==> config.mk <==
export PLATFORM = sky130hd
export DESIGN_NAME = vdu_queue
export DESIGN_NICKNAME = d
export VERILOG_FILES = /design/src/rtl/vdu_pkg.sv /design/src/rtl/vdu_queue.sv
export SDC_FILE = /design/constraint.sdc
export NUM_CORES = 1
export LEC_CHECK = 0
export ABC_AREA = 0
export CORE_MARGIN = 4
export CORE_UTILIZATION = 45
export DETAILED_ROUTE_END_ITERATION = 16
export DONT_BUFFER_PORTS = 1
export GPL_TIMING_DRIVEN = 0
export SETUP_SLACK_MARGIN = 0.02
export SLEW_MARGIN = 20
export SYNTH_ARGS = -nofsm -noshare
export SYNTH_HDL_FRONTEND = slang
export SYNTH_SLANG_ARGS = --single-unit
==> constraint.sdc <==
create_clock -name clk -period 11.8 [get_ports clk]
set_input_delay 2.95 -clock clk [delete_from_list [all_inputs] [get_ports clk]]
set_output_delay 2.95 -clock clk [all_outputs]
set_load 0.01 [all_outputs]
==> src/rtl/vdu_pkg.sv <==
`timescale 1ns / 1ps

package vdu_pkg;

  // Element and result formats.
  localparam int ELEM_W      = 16;
  localparam int ACC_W       = 48;
  localparam int PROD_W      = 2 * ELEM_W;
  localparam int OUT_W       = 32;
  localparam int METRIC_W    = 2;
  localparam int CFG_DATA_W  = 32;
  localparam int CFG_ADDR_W  = 2;
  localparam int DOT_SHIFT   = 2 * ELEM_W - 18;

  // Iterative root and divide unit sizes.
  localparam int ROOT_IN_W   = 50;
  localparam int ROOT_W      = 25;
  localparam int NROOT_W     = 24;
  localparam int REM_W       = 49;
  localparam int RATIO_W     = 17;
  localparam int ROOT_STEPS  = 25;
  localparam int DIV_STEPS   = 17;
  localparam int CNT_W       = 5;
  localparam int QUEUE_DEPTH = 2;

  // Register map.
  localparam logic [CFG_ADDR_W-1:0] ADDR_METRIC = 2'd0;

  // Metric codes.
  localparam logic [METRIC_W-1:0] METRIC_L2     = 2'd0;
  localparam logic [METRIC_W-1:0] METRIC_INNER  = 2'd1;
  localparam logic [METRIC_W-1:0] METRIC_COSINE = 2'd2;
  localparam logic [METRIC_W-1:0] METRIC_NONE   = 2'd3;

  localparam logic [OUT_W-1:0] ONE_Q16 = 32'd65536;
  localparam logic [OUT_W-1:0] TWO_Q16 = 32'd131072;

  typedef struct packed {
    logic signed [ACC_W-1:0] dot;
    logic signed [ACC_W-1:0] left_sq;
    logic signed [ACC_W-1:0] right_sq;
    logic signed [ACC_W-1:0] diff_sq;
    logic [METRIC_W-1:0]     metric;
  } job_t;

  typedef enum logic [2:0] {
    ST_IDLE,
    ST_ROOT_DIFF,
    ST_ROOT_LEFT,
    ST_ROOT_RIGHT,
    ST_MUL,
    ST_DIV_CHECK,
    ST_DIV,
    ST_DONE
  } state_t;

  // Saturating add of two accumulator-wide signed values.
  function automatic logic signed [ACC_W-1:0] sat_add(input logic signed [ACC_W-1:0] acc,
                                                      input logic signed [ACC_W-1:0] term);
    logic signed [ACC_W:0] s;
    s = {acc[ACC_W-1], acc} + {term[ACC_W-1], term};
    if (s[ACC_W] != s[ACC_W-1]) begin
      return s[ACC_W] ? {1'b1, {(ACC_W-1){1'b0}}} : {1'b0, {(ACC_W-1){1'b1}}};
    end
    return s[ACC_W-1:0];
  endfunction

endpackage

==> src/rtl/vdu_queue.sv <==
`timescale 1ns / 1ps

module vdu_queue (
  input  logic          clk,
  input  logic          rst_n,
  input  logic          push,
  input  vdu_pkg::job_t push_job,
  output logic          full,
  input  logic          pop,
  output vdu_pkg::job_t pop_job,
  output logic          empty
);

  localparam int PTR_W = $clog2(vdu_pkg::QUEUE_DEPTH);

  vdu_pkg::job_t                entry_r [vdu_pkg::QUEUE_DEPTH];
  logic [PTR_W-1:0]             wr_ptr_r;
  logic [PTR_W-1:0]             rd_ptr_r;
  logic [PTR_W:0]               count_r;
  logic                         do_push;
  logic                         do_pop;

  assign full    = (count_r == (PTR_W+1)'(vdu_pkg::QUEUE_DEPTH));
  assign empty   = (count_r == '0);
  assign do_push = push & ~full;
  assign do_pop  = pop & ~empty;
  assign pop_job = entry_r[rd_ptr_r];

  // Pointers and fill count.
  always_ff @(posedge clk) begin
    if (!rst_n) begin
      wr_ptr_r <= '0;
      rd_ptr_r <= '0;
      count_r  <= '0;
    end else begin
      if (do_push) begin
        wr_ptr_r <= wr_ptr_r + 1'b1;
      end
      if (do_pop) begin
        rd_ptr_r <= rd_ptr_r + 1'b1;
      end
      if (do_push && !do_pop) begin
        count_r <= count_r + 1'b1;
      end else if (do_pop && !do_push) begin
        count_r <= count_r - 1'b1;
      end
    end
  end

  // Entry storage.
  always_ff @(posedge clk) begin
    if (do_push) begin
      entry_r[wr_ptr_r] <= push_job;
    end
  end

endmodule

==> out/metrics.csv <==
stage,metric,value,unit
setup_path,slowest CP cell,mux2_4,
detailed_routing,DR WL/cell,24.3,um
setup_path,CP Launch Type,register,
place,DP HPWL,21000,um
setup_path,"Data arrival, critical path",1.71,ns
clock_network,clock net sink count,393,
layout,Post-Layout Inst Area,0.0170,mm2
setup_path,Reg2Reg Depth,8,
timing,RSZ-0062 raised after global routing,no,
floorplan,initial core utilization,45.7,%
setup_path,CP Capture Type,primary output,
setup_path,r2r setup slk,9.24,ns
synth,synthesized flop and latch total,393,
clock_network,CTS Buffer Depth,3,
min_path,min-delay src,count_r[1],
synth,Post-Synthesis Cells,629,
place,Port-buffer cells,0,
setup_path,"Max FO, Critical Path",10,
setup_path,RR Startpoint,count_r[0],
power_and_ir_drop,Overall Power,3.88,mW
global_route,GRT Total Usage,14.8,%
place,placed cell area,0.0158,mm2
detailed_routing,Post-DRT Antenna Nets,0,
timing,min Tclk post-route,4.66,ns
setup_path,cell depth of the worst setup path,4,
clock_network,Hold Buf Count CTS,0,
layout,Final Util,52.0,%
timing,Final Hold Viols,0,
place,routability cong.,0.744,
setup_path,Crit Reg-Reg Endpoint,entry_r[0][140],
layout,Non-Filler Instances,1157,
detailed_routing,Routed WL,28200,um
setup_path,Bufs and invs on worst path,3,
detailed_routing,Iter 0 DRT Violations,255,
layout,synth-to-layout area growth,13.7,%
clock_network,CTS tree,done,
layout,Register Area,0.0118,mm2
place,Placed Instances,1088,
timing,worst slew pin tran,0.629,ns
setup_path,Worst EP required,8.85,ns
synth,syn nets,828,
clock_network,post-CTS resize count,0,
detailed_routing,Pre-antenna DRT Iters,4,
layout,multi-input logic area,0.00292,mm2
timing,Setup Skew,0.0239,ns
clock_network,Clock H-tree levels,2,
synth,Netlist Area Pre-Place,0.0149,mm2
synth,Syn Area/Cell,23.7,um2
floorplan,num rows,66,
setup_path,Crit path largest cell delay,0.35,ns
layout,Nets,887,
synth,Synth cell types,22,
run_status,status,completed,
job,maxcap violations,0,
timing,Final Cycle Share,39.5,%
min_path,HP Class,register to register,
clock_network,Root Driver,clkbuf_16,
timing,Fmax,214,MHz
min_path,Worst Hold Endpoint,count_r[1],
global_route,Overflow after GRT,0,
setup_path,"Top cell by count, worst path",buf_6,
timing,PnR worst setup slack,7.14,ns
layout,share of cells above drive strength 1,39.3,%
timing,"Slew Viols, Final",0,
timing,Final setup viols,0,
timing,hold_ws,0.544,ns
detailed_routing,Via density,5.07,
floorplan,DIE AREA,0.0361,mm2
synth,register area share after synthesis,78.9,%
synth,yosys warns,0,
power_and_ir_drop,pwr/cell area,229,mW/mm2
setup_path,critical setup path kind,register to primary output,
floorplan,die height,190,um
power_and_ir_drop,leakage,5.83,nW
timing,Sum Neg Setup Slack,0,ns
detailed_routing,DRC viols,0,
layout,# fillers,2482,
floorplan,die width,190,um
clock_network,Worst-Skew Late Latency,0.52,ns
global_route,pin count of the biggest net entering global routing,57,
clock_network,TritonCTS buffer count,40,
global_route,antenna violations before repair,0,
floorplan,Core Region,0.0326,mm2
layout,Antenna diodes,0,
floorplan,I/O pin cnt,394,
setup_path,ordered cell list for the critical path,buf_6 -> buf_8 -> buf_6 -> mux2_4,
detailed_routing,via count,5871,
clock_network,"Setup Fix Bufs, Post-CTS",0,
setup_path,Crit path max-delay family,buffers and inverters,
clock_network,"CTS clk-pin slew, worst paths",0.06,ns
global_route,vias in the first global route,6303,
global_route,first-pass GRT wire length,40200,um
timing,Relative slew margins,57.9,%
place,pre-CTS WS,6.88,ns
power_and_ir_drop,Max VDD drop,0.125,mV
min_path,hold depth,2,
worst register-to-register path: cells and delay by family, from the launching register on:
kind	cells	cell delay (ns)
flip-flops	1	0.42
AND/OR/NAND/NOR	2	0.69
buffers and inverters	6	1.13
worst max path at each step:
stage	endpoint	slack, ns
floorplan	entry_r[0][0]	0.62
global placement	entry_r[0][11]	-2.60
detailed placement	entry_r[0][17]	6.88
CTS	pop_job[43]	7.09
global route	pop_job[43]	7.05
finish	pop_job[32]	7.14
synth_stat cells:
cell	n	area (um2)
mux2_2	34	383
buf_6	18	203
buf_8	1	15.0
nor3_2	1	10.0
xor2_1	1	8.76
mux2_4	160	2400
a21boi_0	1	7.51
edfxtp_1	388	11700
o21a_1	1	7.51
o21ai_1	1	5.00
dfxtp_1	5	100
a21boi_1	1	7.51
and3_1	1	6.26
ha_1	1	12.5
nand2b_1	1	6.26
buf_2	3	15.0
xnor2_1	2	17.5
o21ai_0	1	5.00
inv_1	2	7.51
nor2_1	2	7.51
and2_1	3	18.8
or3_1	1	6.26
flip-flops by register name, summed over array words and instances, names as in the netlist, named ones only:
| signal | cells |
|---|---|
| count_r | 2 |
| wr_ptr_r | 1 |
| rd_ptr_r | 1 |
| entry_r | 388 |
kinds of logic after synthesis:
group | after synthesis | synth area share, %
simple gates | 9 | 0.370
compound gates | 5 | 0.218
fa+ha+maj | 1 | 0.0839
flops | 393 | 78.9
buf+inv | 24 | 1.61
mux | 194 | 18.7
xor+xnor | 3 | 0.176
where the power goes:
| group | total [mW] | internal [mW] | switching [mW] |
|---|---|---|---|
| logic | 0.951 | 0.445 | 0.506 |
| registers | 1.79 | 1.75 | 0.0429 |
| clock network | 1.13 | 0.665 | 0.470 |
cell usage in the layout (no fill, tap or decap), types with 2 or more instances in the layout:
master / instances
edfxtp_1: 388
mux2_4: 160
clkbuf_16: 40
mux2_2: 34
buf_6: 19
clkinv_1: 13
buf_8: 12
clkbuf_1: 10
dfxtp_1: 5
buf_2: 3
and2_1: 3
buf_16: 3
inv_1: 2
nor2_1: 2
xnor2_1: 2
bufinv_16: 2
buf_12: 2
routing by layer:
metal / vias up / global-route usage [%] / share of wire, %
li1: 2617 / - / -
met1: 2935 / 14.7 / 32
met2: 283 / 26.2 / 52
met3: 36 / 8.81 / 15
met4: 0 / 4.17 / 1.9
met5: - / 0 / 0
final cells by class:
type                       instances  share of cell area (%)
buffer                            22                    1.37
clock buffer                      50                    6.13
clock inverter                    19                   0.864
inverter                           2                  0.0443
multi-input combinational        212                    17.2
sequential                       393                    69.3
tap                              442                    3.26
timing repair buffer              17                    1.76
Note: power is estimated with default switching activity, not from simulation.
