$ cat config.mk
export PLATFORM = sky130hd
export DESIGN_NAME = vdu_front
export DESIGN_NICKNAME = d
export VERILOG_FILES = /design/src/rtl/vdu_pkg.sv /design/src/rtl/vdu_front.sv
export SDC_FILE = /design/constraint.sdc
export NUM_CORES = 2
export LEC_CHECK = 0
export BUFFER_PORTS_ARGS = -buffer_cell sky130_fd_sc_hd__clkbuf_2
export CAP_MARGIN = 20
export CORE_ASPECT_RATIO = 1.25
export CORE_MARGIN = 5
export CORE_UTILIZATION = 25
export DETAILED_ROUTE_END_ITERATION = 7
export PLACE_DENSITY = 0.5
export SYNTH_ARGS = -nofsm -noshare
export SYNTH_HDL_FRONTEND = slang
export SYNTH_SLANG_ARGS = --single-unit
$ cat constraint.sdc
create_clock -name clk -period 26.1 [get_ports clk]
set_input_delay 3.915 -clock clk [delete_from_list [all_inputs] [get_ports clk]]
set_output_delay 3.915 -clock clk [all_outputs]
set_load 0.02 [all_outputs]
$ cat src/rtl/vdu_pkg.sv
`timescale 1ns / 1ps

package vdu_pkg;

  // Element and result formats.
  localparam int ELEM_W      = 16;
  localparam int ACC_W       = 48;
  localparam int PROD_W      = 2 * ELEM_W;
  localparam int OUT_W       = 32;
  localparam int METRIC_W    = 2;
  localparam int CFG_DATA_W  = 32;
  localparam int CFG_ADDR_W  = 2;
  localparam int DOT_SHIFT   = 2 * ELEM_W - 18;

  // Iterative root and divide unit sizes.
  localparam int ROOT_IN_W   = 50;
  localparam int ROOT_W      = 25;
  localparam int NROOT_W     = 24;
  localparam int REM_W       = 49;
  localparam int RATIO_W     = 17;
  localparam int ROOT_STEPS  = 25;
  localparam int DIV_STEPS   = 17;
  localparam int CNT_W       = 5;
  localparam int QUEUE_DEPTH = 2;

  // Register map.
  localparam logic [CFG_ADDR_W-1:0] ADDR_METRIC = 2'd0;

  // Metric codes.
  localparam logic [METRIC_W-1:0] METRIC_L2     = 2'd0;
  localparam logic [METRIC_W-1:0] METRIC_INNER  = 2'd1;
  localparam logic [METRIC_W-1:0] METRIC_COSINE = 2'd2;
  localparam logic [METRIC_W-1:0] METRIC_NONE   = 2'd3;

  localparam logic [OUT_W-1:0] ONE_Q16 = 32'd65536;
  localparam logic [OUT_W-1:0] TWO_Q16 = 32'd131072;

  typedef struct packed {
    logic signed [ACC_W-1:0] dot;
    logic signed [ACC_W-1:0] left_sq;
    logic signed [ACC_W-1:0] right_sq;
    logic signed [ACC_W-1:0] diff_sq;
    logic [METRIC_W-1:0]     metric;
  } job_t;

  typedef enum logic [2:0] {
    ST_IDLE,
    ST_ROOT_DIFF,
    ST_ROOT_LEFT,
    ST_ROOT_RIGHT,
    ST_MUL,
    ST_DIV_CHECK,
    ST_DIV,
    ST_DONE
  } state_t;

  // Saturating add of two accumulator-wide signed values.
  function automatic logic signed [ACC_W-1:0] sat_add(input logic signed [ACC_W-1:0] acc,
                                                      input logic signed [ACC_W-1:0] term);
    logic signed [ACC_W:0] s;
    s = {acc[ACC_W-1], acc} + {term[ACC_W-1], term};
    if (s[ACC_W] != s[ACC_W-1]) begin
      return s[ACC_W] ? {1'b1, {(ACC_W-1){1'b0}}} : {1'b0, {(ACC_W-1){1'b1}}};
    end
    return s[ACC_W-1:0];
  endfunction

endpackage

$ cat src/rtl/vdu_front.sv
`timescale 1ns / 1ps

module vdu_front (
  input  logic                                clk,
  input  logic                                rst_n,
  input  logic                                push,
  output logic                                full,
  input  logic signed [vdu_pkg::ELEM_W-1:0]   left_element,
  input  logic signed [vdu_pkg::ELEM_W-1:0]   right_element,
  input  logic                                last_element,
  input  logic [vdu_pkg::METRIC_W-1:0]        metric,
  output logic                                q_push,
  output vdu_pkg::job_t                       q_job,
  input  logic                                q_full
);

  logic                                  s1_valid_r;
  logic                                  s1_last_r;
  logic signed [vdu_pkg::PROD_W-1:0]     p_dot_r;
  logic signed [vdu_pkg::PROD_W-1:0]     p_left_r;
  logic signed [vdu_pkg::PROD_W-1:0]     p_right_r;
  logic [vdu_pkg::PROD_W-1:0]            p_diff_r;
  logic signed [vdu_pkg::ACC_W-1:0]      dot_r, left_r, right_r, diff_r;
  logic signed [vdu_pkg::ACC_W-1:0]      dot_nxt, left_nxt, right_nxt, diff_nxt;
  logic signed [vdu_pkg::ELEM_W:0]       diff;
  logic signed [vdu_pkg::ELEM_W:0]       diff_abs;
  logic                                  stall;
  logic                                  accept;
  logic                                  advance;

  // A finished vector waits in the product stage while the queue is full.
  assign stall   = s1_valid_r & s1_last_r & q_full;
  assign full    = stall;
  assign accept  = push & ~stall;
  assign advance = s1_valid_r & ~stall;

  // Difference magnitude always fits the element width unsigned.
  assign diff     = {left_element[vdu_pkg::ELEM_W-1], left_element}
                  - {right_element[vdu_pkg::ELEM_W-1], right_element};
  assign diff_abs = diff[vdu_pkg::ELEM_W] ? -diff : diff;

  // Product stage.
  always_ff @(posedge clk) begin
    if (!rst_n) begin
      s1_valid_r <= 1'b0;
    end else if (!stall) begin
      s1_valid_r <= accept;
    end
  end

  always_ff @(posedge clk) begin
    if (accept) begin
      s1_last_r <= last_element;
      p_dot_r   <= left_element * right_element;
      p_left_r  <= left_element * left_element;
      p_right_r <= right_element * right_element;
      p_diff_r  <= diff_abs[vdu_pkg::ELEM_W-1:0] * diff_abs[vdu_pkg::ELEM_W-1:0];
    end
  end

  // Running sums with saturation.
  assign dot_nxt   = vdu_pkg::sat_add(dot_r,
                       {{(vdu_pkg::ACC_W-vdu_pkg::PROD_W){p_dot_r[vdu_pkg::PROD_W-1]}}, p_dot_r});
  assign left_nxt  = vdu_pkg::sat_add(left_r,
                       {{(vdu_pkg::ACC_W-vdu_pkg::PROD_W){p_left_r[vdu_pkg::PROD_W-1]}}, p_left_r});
  assign right_nxt = vdu_pkg::sat_add(right_r,
                       {{(vdu_pkg::ACC_W-vdu_pkg::PROD_W){p_right_r[vdu_pkg::PROD_W-1]}},
                        p_right_r});
  assign diff_nxt  = vdu_pkg::sat_add(diff_r,
                       {{(vdu_pkg::ACC_W-vdu_pkg::PROD_W){1'b0}}, p_diff_r});

  always_ff @(posedge clk) begin
    if (!rst_n) begin
      dot_r   <= '0;
      left_r  <= '0;
      right_r <= '0;
      diff_r  <= '0;
    end else if (advance) begin
      if (s1_last_r) begin
        dot_r   <= '0;
        left_r  <= '0;
        right_r <= '0;
        diff_r  <= '0;
      end else begin
        dot_r   <= dot_nxt;
        left_r  <= left_nxt;
        right_r <= right_nxt;
        diff_r  <= diff_nxt;
      end
    end
  end

  // Hand the finished sums to the back end.
  assign q_push         = advance & s1_last_r;
  assign q_job.dot      = dot_nxt;
  assign q_job.left_sq  = left_nxt;
  assign q_job.right_sq = right_nxt;
  assign q_job.diff_sq  = diff_nxt;
  assign q_job.metric   = metric;

endmodule

==> impl_metrics.py <==
metrics = {
    "worst_setup_path": {
        "worstSetupStartpointType": "input port",
        "end_kind": "register",
        "slowest_delay_ns": 0.61,
        "crit_required_ns": 26.44,
        "crit_arrival_ns": 14.31,
        "cpMostUsedCell": "fa_1",
        "cp_max_fo": 22,
        "worstSetupPathType": "in2reg",
        "cp_slowest_cell": "fa_1",
    },
    "floorplanning": {
        "io_pins": 235,
        "rows": 195,
        "die_x_um": 437,
        "core_mm2": 0.226,
        "die_h_um": 543,
        "initial_core_util": 0.251,
        "die-area_mm2": 0.237,
    },
    "timing": {
        "hold_violations": 0,
        "finalCritPeriodShare": 0.535,
        "worst_pin_slew_ns": 1.11,
        "timing.fmax_ghz": 0.0716,
        "skew_ns": 0.0230,
        "setup_viol": 0,
        "rsz0062_at_grt": "no",
        "max_slew_margin": 0.260,
        "report.final.slew_viol_count": 0,
        "fin_crit_ns": 13.97,
        "setup_ws_ns": 12.13,
        "whs_ns": 0.456,
        "tns_ns": 0,
    },
    "synthesis": {
        "syn_inst": 6448,
        "synth_seq_cells": 319,
        "avgSynthCellArea_um2": 8.82,
        "yosys_warnings": 0,
        "synthFlopType": "dfxtp_1",
        "synth_edf_count": 126,
        "ys_types": 107,
        "ys_seq_area_frac": 0.134,
        "synthesis.nets": 7948,
        "async_reset_ff_frac": 0,
        "netlist_area_mm2": 0.0569,
    },
    "place": {
        "gp_congestion": 0.862,
        "hpwlAfterDp_um": 140000,
        "post-place-ws_ns": 11.63,
        "io_buffers": 230,
    },
    "cts": {
        "cts_buffers": 41,
        "cts_htree_levels": 2,
        "clk_path_buf_depth": 3,
        "cts_setup_buffers": 0,
        "cts_hold_buf": 0,
        "worstSkewPairLatency_ns": 0.62,
        "root_buffer": "clkbuf_16",
        "ctsResizeCount": 0,
        "cts_tree": "done",
        "clkSlewWorstSetupHoldPaths_ns": 0.06,
        "cts.sinks": 319,
    },
    "hold_path": {
        "min_path_type": "reg2reg",
    },
    "grt": {
        "grt_max_degree": 75,
        "grt_overflow_total": 0,
        "grt_pass1_wl_um": 269000,
        "grt_pass1_vias": 47000,
        "grt.total_usage": 0.143,
        "antenna_found_initial": 23,
    },
    "run_status": {
        "outcome": "finished, final reports clean",
    },
    "routing": {
        "post_drt_wl_per_cell_um": 18.0,
        "dr.pass1.iters": 5,
        "antenna_left": 0,
        "drc": 0,
        "initialDrtViolationCount": 2172,
        "wl_um": 171000,
        "vias": 44000,
        "via_per_inst": 4.63,
    },
    "final_layout": {
        "nets": 8017,
        "area_growth_pct": 9.89,
        "final_common_cell": "inv_1",
        "fill_cells": 24100,
        "layout.area.seq_mm2": 0.00765,
        "multi_input_area_mm2": 0.0436,
        "drive_above_1_share": 0.0663,
        "layout_common_cells": "1218 x inv_1, 903 x fa_1, 657 x nand2_1",
        "fin_util": 0.276,
    },
    "run": {
        "max-cap-violations": 0,
    },
}
-- registers in the layout, summed over array words and instances, names as in the netlist, 31 cells and up --
register	count
dot_r	48
p_diff_r	31
left_r	48
p_left_r	31
p_right_r	31
diff_r	48
p_dot_r	32
right_r	48
-- final timing paths --
path / from / end / slack (ns) / cells past startpoint
hold reg to reg: right_r[31]$_SDFFE_PN0P_ / right_r[31]$_SDFFE_PN0P_ / 0.46 / 2
setup / recovery: right_element[1] / p_diff_r[27]$_DFFE_PP_ / 12.13 / 38
setup reg to reg: p_left_r[0]$_DFFE_PP_ / left_r[27]$_SDFFE_PN0P_ / 21.06 / 15
hold / removal: right_r[31]$_SDFFE_PN0P_ / right_r[31]$_SDFFE_PN0P_ / 0.46 / 2
-- kinds of logic (layout without fill, tap and decap cells) --
logic type      Yosys count  count (layout)  synth area share
simple gates           1647            1647             0.130
fa+ha+maj              1488            1488             0.445
flops                   319             319             0.134
other cells               0               8                 0
compound gates         1163            1163             0.135
buf+inv                1483            1585            0.0998
xor+xnor                336             336            0.0525
mux                      12              12           0.00227
-- per-layer routing --
metal  track usage  vias up  part of all wire  routed length [um]
li1              -    20800                 -                   -
met1         0.176    22000              0.42               71900
met2         0.263      932              0.51               87100
met3        0.0160      222             0.041                7090
met4        0.0396       16             0.030                5150
met5             0        -           0.00065                 111
-- cell usage after synthesis, drive strengths merged, types with 75 or more instances --
library cell / count / area (um2)
xnor2: 221 / 1950
o21ai: 257 / 1290
nand2: 659 / 2480
inv: 1224 / 4590
a21oi: 329 / 1660
xor2: 115 / 1030
nand2b: 80 / 500
and2: 125 / 782
clkbuf: 188 / 708
edfxtp: 126 / 3780
fa: 903 / 18100
ha: 558 / 6980
a21o: 156 / 1180
nand3: 75 / 375
dfxtp: 193 / 3860
nor2: 467 / 1770
-- area by class of cell --
cell class	instances	share of cell area
Antenna cell	8	0.000320
Multi-Input combinational cell	4646	0.698
Tap cell	2955	0.0592
Inverter	1230	0.0739
Sequential cell	319	0.122
Clock buffer	49	0.0176
Timing Repair Buffer	279	0.0246
Clock inverter	27	0.00424
-- critical path, delay by kind of cell --
kind / cells / cell delay [ns]
AO/OA/AOI/OAI: 14 / 2.95
multiplexers: 1 / 0.28
AND/OR/NAND/NOR: 5 / 0.96
XOR/XNOR: 2 / 0.53
adder cells (fa/ha/maj): 8 / 3.97
buffers and inverters: 8 / 1.69
-- through the flow --
| stage | std cells | area (um2) |
|---|---|---|
| after detailed placement | 9428 | 61100 |
| after global routing | 9508 | 62500 |
| final | 9513 | 62500 |
| after CTS | 9504 | 62400 |
| after global placement | 9428 | 61100 |
| after floorplan | 6448 | 56900 |
Power is not shown: default switching activity piles up to over one toggle a cycle in this logic, so the estimate is an artifact.
