===== src/rtl/vdu_pkg.sv =====
`timescale 1ns / 1ps

package vdu_pkg;

  // Element and result formats.
  localparam int ELEM_W      = 16;
  localparam int ACC_W       = 48;
  localparam int PROD_W      = 2 * ELEM_W;
  localparam int OUT_W       = 32;
  localparam int METRIC_W    = 2;
  localparam int CFG_DATA_W  = 32;
  localparam int CFG_ADDR_W  = 2;
  localparam int DOT_SHIFT   = 2 * ELEM_W - 18;

  // Iterative root and divide unit sizes.
  localparam int ROOT_IN_W   = 50;
  localparam int ROOT_W      = 25;
  localparam int NROOT_W     = 24;
  localparam int REM_W       = 49;
  localparam int RATIO_W     = 17;
  localparam int ROOT_STEPS  = 25;
  localparam int DIV_STEPS   = 17;
  localparam int CNT_W       = 5;
  localparam int QUEUE_DEPTH = 2;

  // Register map.
  localparam logic [CFG_ADDR_W-1:0] ADDR_METRIC = 2'd0;

  // Metric codes.
  localparam logic [METRIC_W-1:0] METRIC_L2     = 2'd0;
  localparam logic [METRIC_W-1:0] METRIC_INNER  = 2'd1;
  localparam logic [METRIC_W-1:0] METRIC_COSINE = 2'd2;
  localparam logic [METRIC_W-1:0] METRIC_NONE   = 2'd3;

  localparam logic [OUT_W-1:0] ONE_Q16 = 32'd65536;
  localparam logic [OUT_W-1:0] TWO_Q16 = 32'd131072;

  typedef struct packed {
    logic signed [ACC_W-1:0] dot;
    logic signed [ACC_W-1:0] left_sq;
    logic signed [ACC_W-1:0] right_sq;
    logic signed [ACC_W-1:0] diff_sq;
    logic [METRIC_W-1:0]     metric;
  } job_t;

  typedef enum logic [2:0] {
    ST_IDLE,
    ST_ROOT_DIFF,
    ST_ROOT_LEFT,
    ST_ROOT_RIGHT,
    ST_MUL,
    ST_DIV_CHECK,
    ST_DIV,
    ST_DONE
  } state_t;

  // Saturating add of two accumulator-wide signed values.
  function automatic logic signed [ACC_W-1:0] sat_add(input logic signed [ACC_W-1:0] acc,
                                                      input logic signed [ACC_W-1:0] term);
    logic signed [ACC_W:0] s;
    s = {acc[ACC_W-1], acc} + {term[ACC_W-1], term};
    if (s[ACC_W] != s[ACC_W-1]) begin
      return s[ACC_W] ? {1'b1, {(ACC_W-1){1'b0}}} : {1'b0, {(ACC_W-1){1'b1}}};
    end
    return s[ACC_W-1:0];
  endfunction

endpackage


===== src/rtl/vdu_back.sv =====
`timescale 1ns / 1ps

module vdu_back (
  input  logic                           clk,
  input  logic                           rst_n,
  input  logic                           q_empty,
  input  vdu_pkg::job_t                  q_job,
  output logic                           q_pop,
  output logic                           out_empty,
  input  logic                           pop,
  output logic signed [vdu_pkg::OUT_W-1:0] out_value,
  output logic                           out_zero
);

  vdu_pkg::state_t                   state_r, state_nxt;
  logic [vdu_pkg::CNT_W-1:0]         cnt_r;
  logic [vdu_pkg::REM_W-1:0]         rem_r;
  logic [vdu_pkg::ROOT_W-1:0]        root_r;
  logic [vdu_pkg::ROOT_IN_W-1:0]     x_r;
  logic [vdu_pkg::ACC_W-1:0]         right_sq_r;
  logic [vdu_pkg::NROOT_W-1:0]       nl_r, nr_r;
  logic [vdu_pkg::ACC_W-1:0]         den_r;
  logic [vdu_pkg::ACC_W-1:0]         mag_r;
  logic                              neg_r;
  logic [vdu_pkg::RATIO_W-1:0]       q_r;
  logic [vdu_pkg::OUT_W-1:0]         val_r;
  logic                              zero_r;
  logic                              out_valid_r;
  logic [vdu_pkg::OUT_W-1:0]         out_val_r;
  logic                              out_zero_r;

  logic [vdu_pkg::REM_W-1:0]         root_sh, root_trial, root_rem;
  logic                              root_ge;
  logic [vdu_pkg::ROOT_W-1:0]        root_step;
  logic [vdu_pkg::REM_W-1:0]         div_sh, div_rem;
  logic                              div_ge;
  logic [vdu_pkg::RATIO_W-1:0]       q_step, ratio;
  logic                              last_root, last_div;
  logic                              out_free, out_load;
  logic                              cos_zero;
  logic                              too_big;
  logic signed [vdu_pkg::ACC_W-vdu_pkg::DOT_SHIFT-1:0] dot_sh;
  logic [vdu_pkg::OUT_W-1:0]         dot_val;
  logic [vdu_pkg::OUT_W-1:0]         cos_val;
  logic [vdu_pkg::ACC_W-1:0]         q_mag;

  // One root bit per cycle: bring down two radicand bits, try to subtract.
  assign root_sh    = {rem_r[vdu_pkg::REM_W-3:0], x_r[vdu_pkg::ROOT_IN_W-1 -: 2]};
  assign root_trial = {{(vdu_pkg::REM_W-vdu_pkg::ROOT_W-2){1'b0}}, root_r, 2'b01};
  assign root_ge    = root_sh >= root_trial;
  assign root_rem   = root_ge ? root_sh - root_trial : root_sh;
  assign root_step  = {root_r[vdu_pkg::ROOT_W-2:0], root_ge};
  assign last_root  = cnt_r == vdu_pkg::CNT_W'(vdu_pkg::ROOT_STEPS - 1);

  // One quotient bit per cycle; the only nonzero numerator bit left is the LSB of mag.
  assign div_sh   = {rem_r[vdu_pkg::REM_W-2:0], (cnt_r == '0) ? mag_r[0] : 1'b0};
  assign div_ge   = div_sh >= {1'b0, den_r};
  assign div_rem  = div_ge ? div_sh - {1'b0, den_r} : div_sh;
  assign q_step   = {q_r[vdu_pkg::RATIO_W-2:0], div_ge};
  assign last_div = cnt_r == vdu_pkg::CNT_W'(vdu_pkg::DIV_STEPS - 1);
  assign ratio    = (q_step > vdu_pkg::RATIO_W'(vdu_pkg::ONE_Q16)) ?
                    vdu_pkg::RATIO_W'(vdu_pkg::ONE_Q16) : q_step;
  assign cos_val  = neg_r ? vdu_pkg::ONE_Q16 + {{(vdu_pkg::OUT_W-vdu_pkg::RATIO_W){1'b0}}, ratio}
                          : vdu_pkg::ONE_Q16 - {{(vdu_pkg::OUT_W-vdu_pkg::RATIO_W){1'b0}}, ratio};

  // A quotient of two or more always clamps to one.
  assign too_big = {1'b0, mag_r} >= {den_r, 1'b0};

  // Inner product: floor shift to Q16.16, then saturate.
  assign dot_sh = q_job.dot[vdu_pkg::ACC_W-1:vdu_pkg::DOT_SHIFT];
  always_comb begin
    if (dot_sh > $signed({{(vdu_pkg::ACC_W-vdu_pkg::DOT_SHIFT-vdu_pkg::OUT_W+1){1'b0}},
                          {(vdu_pkg::OUT_W-1){1'b1}}})) begin
      dot_val = {1'b0, {(vdu_pkg::OUT_W-1){1'b1}}};
    end else if (dot_sh < $signed({{(vdu_pkg::ACC_W-vdu_pkg::DOT_SHIFT-vdu_pkg::OUT_W+1){1'b1}},
                                   {(vdu_pkg::OUT_W-1){1'b0}}})) begin
      dot_val = {1'b1, {(vdu_pkg::OUT_W-1){1'b0}}};
    end else begin
      dot_val = dot_sh[vdu_pkg::OUT_W-1:0];
    end
  end

  assign cos_zero = q_job.left_sq[vdu_pkg::ACC_W-1] | (q_job.left_sq == '0)
                  | q_job.right_sq[vdu_pkg::ACC_W-1] | (q_job.right_sq == '0);
  assign q_mag    = q_job.dot[vdu_pkg::ACC_W-1] ? -q_job.dot : q_job.dot;

  // Next state.
  always_comb begin
    state_nxt = state_r;
    unique case (state_r)
      vdu_pkg::ST_IDLE: begin
        if (!q_empty) begin
          priority if (q_job.metric == vdu_pkg::METRIC_L2) begin
            state_nxt = vdu_pkg::ST_ROOT_DIFF;
          end else if (q_job.metric == vdu_pkg::METRIC_COSINE && !cos_zero) begin
            state_nxt = vdu_pkg::ST_ROOT_LEFT;
          end else begin
            state_nxt = vdu_pkg::ST_DONE;
          end
        end
      end
      vdu_pkg::ST_ROOT_DIFF: begin
        if (last_root) state_nxt = vdu_pkg::ST_DONE;
      end
      vdu_pkg::ST_ROOT_LEFT: begin
        if (last_root) state_nxt = vdu_pkg::ST_ROOT_RIGHT;
      end
      vdu_pkg::ST_ROOT_RIGHT: begin
        if (last_root) state_nxt = vdu_pkg::ST_MUL;
      end
      vdu_pkg::ST_MUL: begin
        state_nxt = vdu_pkg::ST_DIV_CHECK;
      end
      vdu_pkg::ST_DIV_CHECK: begin
        state_nxt = too_big ? vdu_pkg::ST_DONE : vdu_pkg::ST_DIV;
      end
      vdu_pkg::ST_DIV: begin
        if (last_div) state_nxt = vdu_pkg::ST_DONE;
      end
      vdu_pkg::ST_DONE: begin
        if (out_free) state_nxt = vdu_pkg::ST_IDLE;
      end
      default: state_nxt = vdu_pkg::ST_IDLE;
    endcase
  end

  // Control outputs.
  always_comb begin
    q_pop    = (state_r == vdu_pkg::ST_IDLE) & ~q_empty;
    out_free = ~out_valid_r | pop;
    out_load = (state_r == vdu_pkg::ST_DONE) & out_free;
  end

  always_ff @(posedge clk) begin
    if (!rst_n) begin
      state_r <= vdu_pkg::ST_IDLE;
    end else begin
      state_r <= state_nxt;
    end
  end

  // Datapath of the shared root and divide steps.
  always_ff @(posedge clk) begin
    unique case (state_r)
      vdu_pkg::ST_IDLE: begin
        cnt_r      <= '0;
        rem_r      <= '0;
        root_r     <= '0;
        mag_r      <= q_mag;
        neg_r      <= q_job.dot[vdu_pkg::ACC_W-1];
        right_sq_r <= q_job.right_sq;
        if (q_job.metric == vdu_pkg::METRIC_L2) begin
          x_r <= q_job.diff_sq[vdu_pkg::ACC_W-1] ? '0 : {q_job.diff_sq, 2'b00};
        end else begin
          x_r <= {2'b00, q_job.left_sq};
        end
        if (q_job.metric == vdu_pkg::METRIC_INNER) begin
          val_r  <= dot_val;
          zero_r <= 1'b0;
        end else if (q_job.metric == vdu_pkg::METRIC_COSINE && cos_zero) begin
          val_r  <= vdu_pkg::ONE_Q16;
          zero_r <= 1'b1;
        end else begin
          val_r  <= '0;
          zero_r <= 1'b0;
        end
      end
      vdu_pkg::ST_ROOT_DIFF, vdu_pkg::ST_ROOT_LEFT, vdu_pkg::ST_ROOT_RIGHT: begin
        cnt_r <= last_root ? '0 : cnt_r + 1'b1;
        if (last_root && state_r == vdu_pkg::ST_ROOT_LEFT) begin
          // Left root done: start over on the right norm.
          nl_r   <= root_step[vdu_pkg::NROOT_W-1:0];
          x_r    <= {2'b00, right_sq_r};
          rem_r  <= '0;
          root_r <= '0;
        end else begin
          rem_r  <= root_rem;
          root_r <= root_step;
          x_r    <= {x_r[vdu_pkg::ROOT_IN_W-3:0], 2'b00};
          if (last_root) begin
            if (state_r == vdu_pkg::ST_ROOT_DIFF) begin
              val_r <= {{(vdu_pkg::OUT_W-vdu_pkg::ROOT_W){1'b0}}, root_step};
            end else begin
              nr_r <= root_step[vdu_pkg::NROOT_W-1:0];
            end
          end
        end
      end
      vdu_pkg::ST_MUL: begin
        den_r <= nl_r * nr_r;
      end
      vdu_pkg::ST_DIV_CHECK: begin
        cnt_r <= '0;
        q_r   <= '0;
        rem_r <= {2'b00, mag_r[vdu_pkg::ACC_W-1:1]};
        if (too_big) begin
          val_r <= neg_r ? vdu_pkg::TWO_Q16 : '0;
        end
      end
      vdu_pkg::ST_DIV: begin
        rem_r <= div_rem;
        q_r   <= q_step;
        cnt_r <= cnt_r + 1'b1;
        if (last_div) begin
          val_r <= cos_val;
        end
      end
      vdu_pkg::ST_DONE: begin
        cnt_r <= '0;
      end
      default: begin
        cnt_r <= '0;
      end
    endcase
  end

  // One-entry result register.
  always_ff @(posedge clk) begin
    if (!rst_n) begin
      out_valid_r <= 1'b0;
    end else if (out_load) begin
      out_valid_r <= 1'b1;
    end else if (pop) begin
      out_valid_r <= 1'b0;
    end
  end

  always_ff @(posedge clk) begin
    if (out_load) begin
      out_val_r  <= val_r;
      out_zero_r <= zero_r;
    end
  end

  assign out_empty = ~out_valid_r;
  assign out_value = out_val_r;
  assign out_zero  = out_zero_r;

endmodule


===== config.mk =====
export PLATFORM = sky130hd
export DESIGN_NAME = vdu_back
export DESIGN_NICKNAME = d
export VERILOG_FILES = /design/src/rtl/vdu_pkg.sv /design/src/rtl/vdu_back.sv
export SDC_FILE = /design/constraint.sdc
export NUM_CORES = 2
export LEC_CHECK = 0
export ABC_CLOCK_PERIOD_IN_PS = 10350
export BUFFER_PORTS_ARGS = -buffer_cell sky130_fd_sc_hd__buf_4
export CELL_PAD_IN_SITES_DETAIL_PLACEMENT = 0
export CELL_PAD_IN_SITES_GLOBAL_PLACEMENT = 1
export CORE_ASPECT_RATIO = 1.4
export CORE_MARGIN = 1
export CORE_UTILIZATION = 50
export CTS_BUF_LIST = sky130_fd_sc_hd__clkbuf_8 sky130_fd_sc_hd__clkbuf_16
export CTS_CLUSTER_SIZE = 40
export DETAILED_ROUTE_END_ITERATION = 10
export HOLD_SLACK_MARGIN = 0.02
export PLACE_DENSITY_LB_ADDON = 0.05
export SLEW_MARGIN = 15
export SYNTH_ARGS = -nofsm -noshare
export SYNTH_HDL_FRONTEND = slang
export SYNTH_SLANG_ARGS = --single-unit

===== constraint.sdc =====
create_clock -name clk -period 10.35 [get_ports clk]
set_input_delay 1.5525 -clock clk [delete_from_list [all_inputs] [get_ports clk]]
set_output_delay 1.5525 -clock clk [all_outputs]
set_load 0.01 [all_outputs]

==> results.txt <==
----------------------------------------------------
[Run status]
  Status ... finished clean

[Power]
  IR drop worst, VDD ... 272.2 uV
  Share of total power in combinational logic ... approximately 52%
  Static leakage power ... 20.73 nW
  Power share of the clock group ... 16.0%
  Power density cells ... between 200 and 250 mW/mm^2
  Internal ... about 5.7 mW
  Switching power summed over all nets ... 4.527 mW
  Switching Share ... between 40 and 50%
  Sequential group share of total power ... between 30% and 40%

[Critical path]
  Buffers and inverters on the worst path ... 5
  Kind of cell adding the most delay to the critical path ... adder cells
  Standard cell with the maximum stage delay on the critical path ... sky130_fd_sc_hd__edfxtp_1
  Data arrival, critical path ... 8.90 ns
  Crit-path max cell delay ... about 1.2 ns
  Type of the worst setup path ... flop to flop
  Critical path fanouts, max ... 24
  Required arrival time at the worst endpoint ... around 11 ns
  Startpoint types ... flop
  Worst setup EP type ... flop
  Cells along the critical path ... nand2_1 -> fa_1 -> inv_1 -> fa_1 -> inv_1 -> fa_1 -> inv_1 -> fa_1 -> fa_1 -> fa_1 -> inv_1 -> fa_1 -> inv_1 -> ha_1 -> nand3_1 -> nor2_1 -> nand3_1 -> a2111o_1 -> a31oi_1 -> o21ai_0 -> and3b_1 -> o21ai_0 -> a21oi_1 -> o311ai_0
  Critical Path Most Common Cell ... sky130_fd_sc_hd__fa_1

[Drt]
  Vias ... roughly 31,000
  Via/cell ratio ... 5.641
  DRT antenna net count ... 0
  Violation count after the first detailed-routing iteration ... ~2,100
  WL/cell ... ~22 um
  DRC ... 0
  Overall routed net length ... around 120,000 um
  Router iterations before antenna repair ... 9

[CTS]
  CTS tree ... yes
  Number of levels in the clock H-tree ... 2
  Register clock-pin slew on the reported worst setup and hold paths ... approximately 0.070 ns
  Inserted Clock Buffers ... 43
  Clock net sink count ... roughly 410
  Skew-Pair Late Insertion Delay ... a little over 0.6 ns
  Cts repair resizes ... 0
  Post-CTS Hold Buffers ... 0
  Number of buffers inserted to repair setup after CTS ... 0
  CTS max path bufs ... 3
  CTS Root Buffer Type ... sky130_fd_sc_hd__clkbuf_16

[Synth]
  Syn Area/Cell ... between 9 and 10 sq um
  Gate Count Post-Synth ... about 4,300
  Net count after synthesis ... approximately 5,300
  Post-synthesis async set-or-reset flop share ... 0%
  Number of enable flip-flop cells after synthesis ... between 400 and 500
  Warnings from Yosys ... 0
  Post-synth design cell area ... roughly 0.042 sq mm
  Most common flop cell mapped by yosys ... sky130_fd_sc_hd__edfxtp_1
  Sequential share of the synthesized area ... 29.08%
  Flop and latch count out of synthesis ... between 400 and 500
  Distinct cells, synth ... 77

[Final layout]
  Post-layout nets ... 5,417
  Top library cells by usage in the layout, fill and taps aside ... 675 x sky130_fd_sc_hd__inv_1, 552 x sky130_fd_sc_hd__nand2_1, 483 x sky130_fd_sc_hd__fa_1, 403 x sky130_fd_sc_hd__edfxtp_1, 300 x sky130_fd_sc_hd__ha_1
  Area overhead of the layout relative to synthesis ... 10.18%
  Leading cell type in the layout, fill and taps excluded ... sky130_fd_sc_hd__inv_1
  Total non-filler cell area in the finished layout ... between 0.04 and 0.05 sq mm
  Final cell count without fillers ... between 5,000 and 6,000
  Layout fillers ... 7,554
  Share of layout cells above drive strength 1 ... 8.772%

[GRT]
  Antenna violations before repair ... 10
  Global-route wire length before repair ... a little under 200,000 um
  Overflow after GRT ... 0
  Pin count of the biggest net entering global routing ... a little under 80
  Number of global-route vias before repair ... ~33,000
  Aggregate global-route resource usage ... 30.35%

[Timing]
  Ratio of final minimum period to clock period ... between 80 and 90%
  Max-slew headroom at the worst pin ... 19.97%
  Count of final max-slew check failures ... 0
  RSZ-0062 raised after global routing ... false
  Setup TNS ... 0 ns
  Minimum hold slack ... 0.4189 ns
  Final worst setup slack ... 1.788 ns
  Number of failing setup endpoints in the final timing report ... 0
  Transition time at the pin with the least slew margin ... between 1 and 1.5 ns
  Time the worst path needs with I/O delays and setup ... roughly 8.6 ns
  Fin Clk Skew ... between 0.04 and 0.05 ns
  Number of failing hold endpoints at the final stage ... 0
  Upper clock frequency limit ... 116.8 MHz

[Floorplan]
  Core area ... 0.08305 sq mm
  I/O pin cnt ... around 230
  Die outline area ... approximately 0.085 sq mm
  Site Rows ... between 100 and 150
  Vertical die dimension ... 344.5 um
  DIE WIDTH ... around 250 um
  Initial cell density of the core ... 50.45%

[Placement]
  Input/output buffers ... around 230
  Post-place setup slack ... about 1.8 ns
  Placed cell count ... roughly 5,500
  Post-DP HPWL ... 99,390 um
  Placement-stage cell area ... 0.04470 sq mm
  Routability Congestion ... around 0.94

[Worst hold path]
  Worst hold path type ... flop to flop

[Flow run]
  Max-Cap Viols ... 0

----------------------------------------------------
[flip-flops by register name, indices dropped and copies added, names as in the netlist, 16 cells and up]
name,count
mag_r,48
root_r,25
q_r,16
nl_r,24
val_r,32
out_value,32
right_sq_r,48
den_r,48
x_r,50
nr_r,24
rem_r,48
[final timing paths]
kind	startpoint	to	slack, ns	depth (start not counted)
min reg2reg	val_r[12]	out_value[12]	0.42	0
max	nl_r[6]	den_r[44]	1.79	24
min	val_r[12]	out_value[12]	0.42	0
max reg2reg	nl_r[6]	den_r[44]	1.79	24
[metal layers]
metal / share of wire [%] / wire length (um) / vias up / track usage [%]
met5: 0.010 / 13 / - / 0
met4: 3.5 / 4403 / 2 / 10.47
met3: 3.9 / 4832 / 190 / 2.887
met2: 53 / 65710 / 782 / 55.38
met1: 40 / 49980 / 15730 / 37.19
li1: - / - / 14630 / -
[synthesized netlist by cell type (11+ instances only)]
master                       n  area (sq um)
sky130_fd_sc_hd__inv_1     673          2526
sky130_fd_sc_hd__nand2_1   552          2072
sky130_fd_sc_hd__fa_1      483          9669
sky130_fd_sc_hd__edfxtp_1  403         12100
sky130_fd_sc_hd__and2_1    300          1877
sky130_fd_sc_hd__ha_1      300          3754
sky130_fd_sc_hd__a21oi_1   220          1101
sky130_fd_sc_hd__clkbuf_1  189         709.4
sky130_fd_sc_hd__nor2_1    168         630.6
sky130_fd_sc_hd__o21ai_0   154         770.7
sky130_fd_sc_hd__xnor2_1   139          1217
sky130_fd_sc_hd__a21o_1     70         525.5
sky130_fd_sc_hd__nand3_1    53         265.3
sky130_fd_sc_hd__a222oi_1   47         470.5
sky130_fd_sc_hd__nor4_1     41         256.5
sky130_fd_sc_hd__xor2_1     41         359.1
sky130_fd_sc_hd__nor3_1     38         190.2
sky130_fd_sc_hd__nand4_1    33         206.5
sky130_fd_sc_hd__mux2i_1    28         280.3
sky130_fd_sc_hd__o21bai_1   25         187.7
sky130_fd_sc_hd__and3_1     23         143.9
sky130_fd_sc_hd__nor2b_1    23         143.9
sky130_fd_sc_hd__a31oi_1    21         131.4
sky130_fd_sc_hd__o21a_1     19         142.6
sky130_fd_sc_hd__o31ai_1    19         142.6
sky130_fd_sc_hd__a211oi_1   18         135.1
sky130_fd_sc_hd__o211ai_1   17         127.6
sky130_fd_sc_hd__nand2b_1   16         100.1
sky130_fd_sc_hd__or4_1      15         112.6
sky130_fd_sc_hd__a221o_1    14         140.1
sky130_fd_sc_hd__or3_1      14         87.58
sky130_fd_sc_hd__a22oi_1    13         97.59
sky130_fd_sc_hd__nand3b_1   11         82.58
[power groups by stage]
stage	clock network (mW)	registers, mW	logic [mW]
after global placement	0	3.26	5.24
final	1.63	3.26	5.29
after floorplan	0	3.06	3.80
after detailed placement	0	3.27	5.23
after global routing	1.71	3.31	5.89
after CTS	1.66	3.24	5.28
[cell families (layout without fill, tap and decap cells)]
family / after synthesis / count (layout) / share of synthesized area, %
simple gates: 1315 / 1315 / 15.30
buf+inv: 874 / 1035 / 7.831
fa+ha+maj: 783 / 783 / 32.04
compound gates: 716 / 716 / 11.19
flops: 407 / 407 / 29.08
xor+xnor: 180 / 180 / 3.763
mux: 33 / 33 / 0.8034
other cells: 0 / 6 / 0
[metrics by stage]
stage	util, %	power (mW)
2_1_floorplan	-	6.865
3_3_place_gp	53.82	8.507
3_5_place_dp	53.82	8.498
4_1_cts	55.56	10.19
5_1_grt	55.58	10.91
6_report	55.58	10.18
[layout make-up]
| class | instances | area, sq um | share of cell area [%] |
|---|---|---|---|
| well taps | 1079 | 1350 | 2.925 |
| repair buffers | 282 | 2117 | 4.586 |
| inverters | 675 | 2535 | 5.492 |
| clock buffers | 43 | 1076 | 2.331 |
| multi-input cells | 3027 | 26510 | 57.44 |
| flip-flops and latches | 407 | 12180 | 26.39 |
| diodes | 6 | 15.01 | 0.03253 |
| clock inverters | 35 | 371.6 | 0.8050 |
Power figures use the tool's default switching activity.
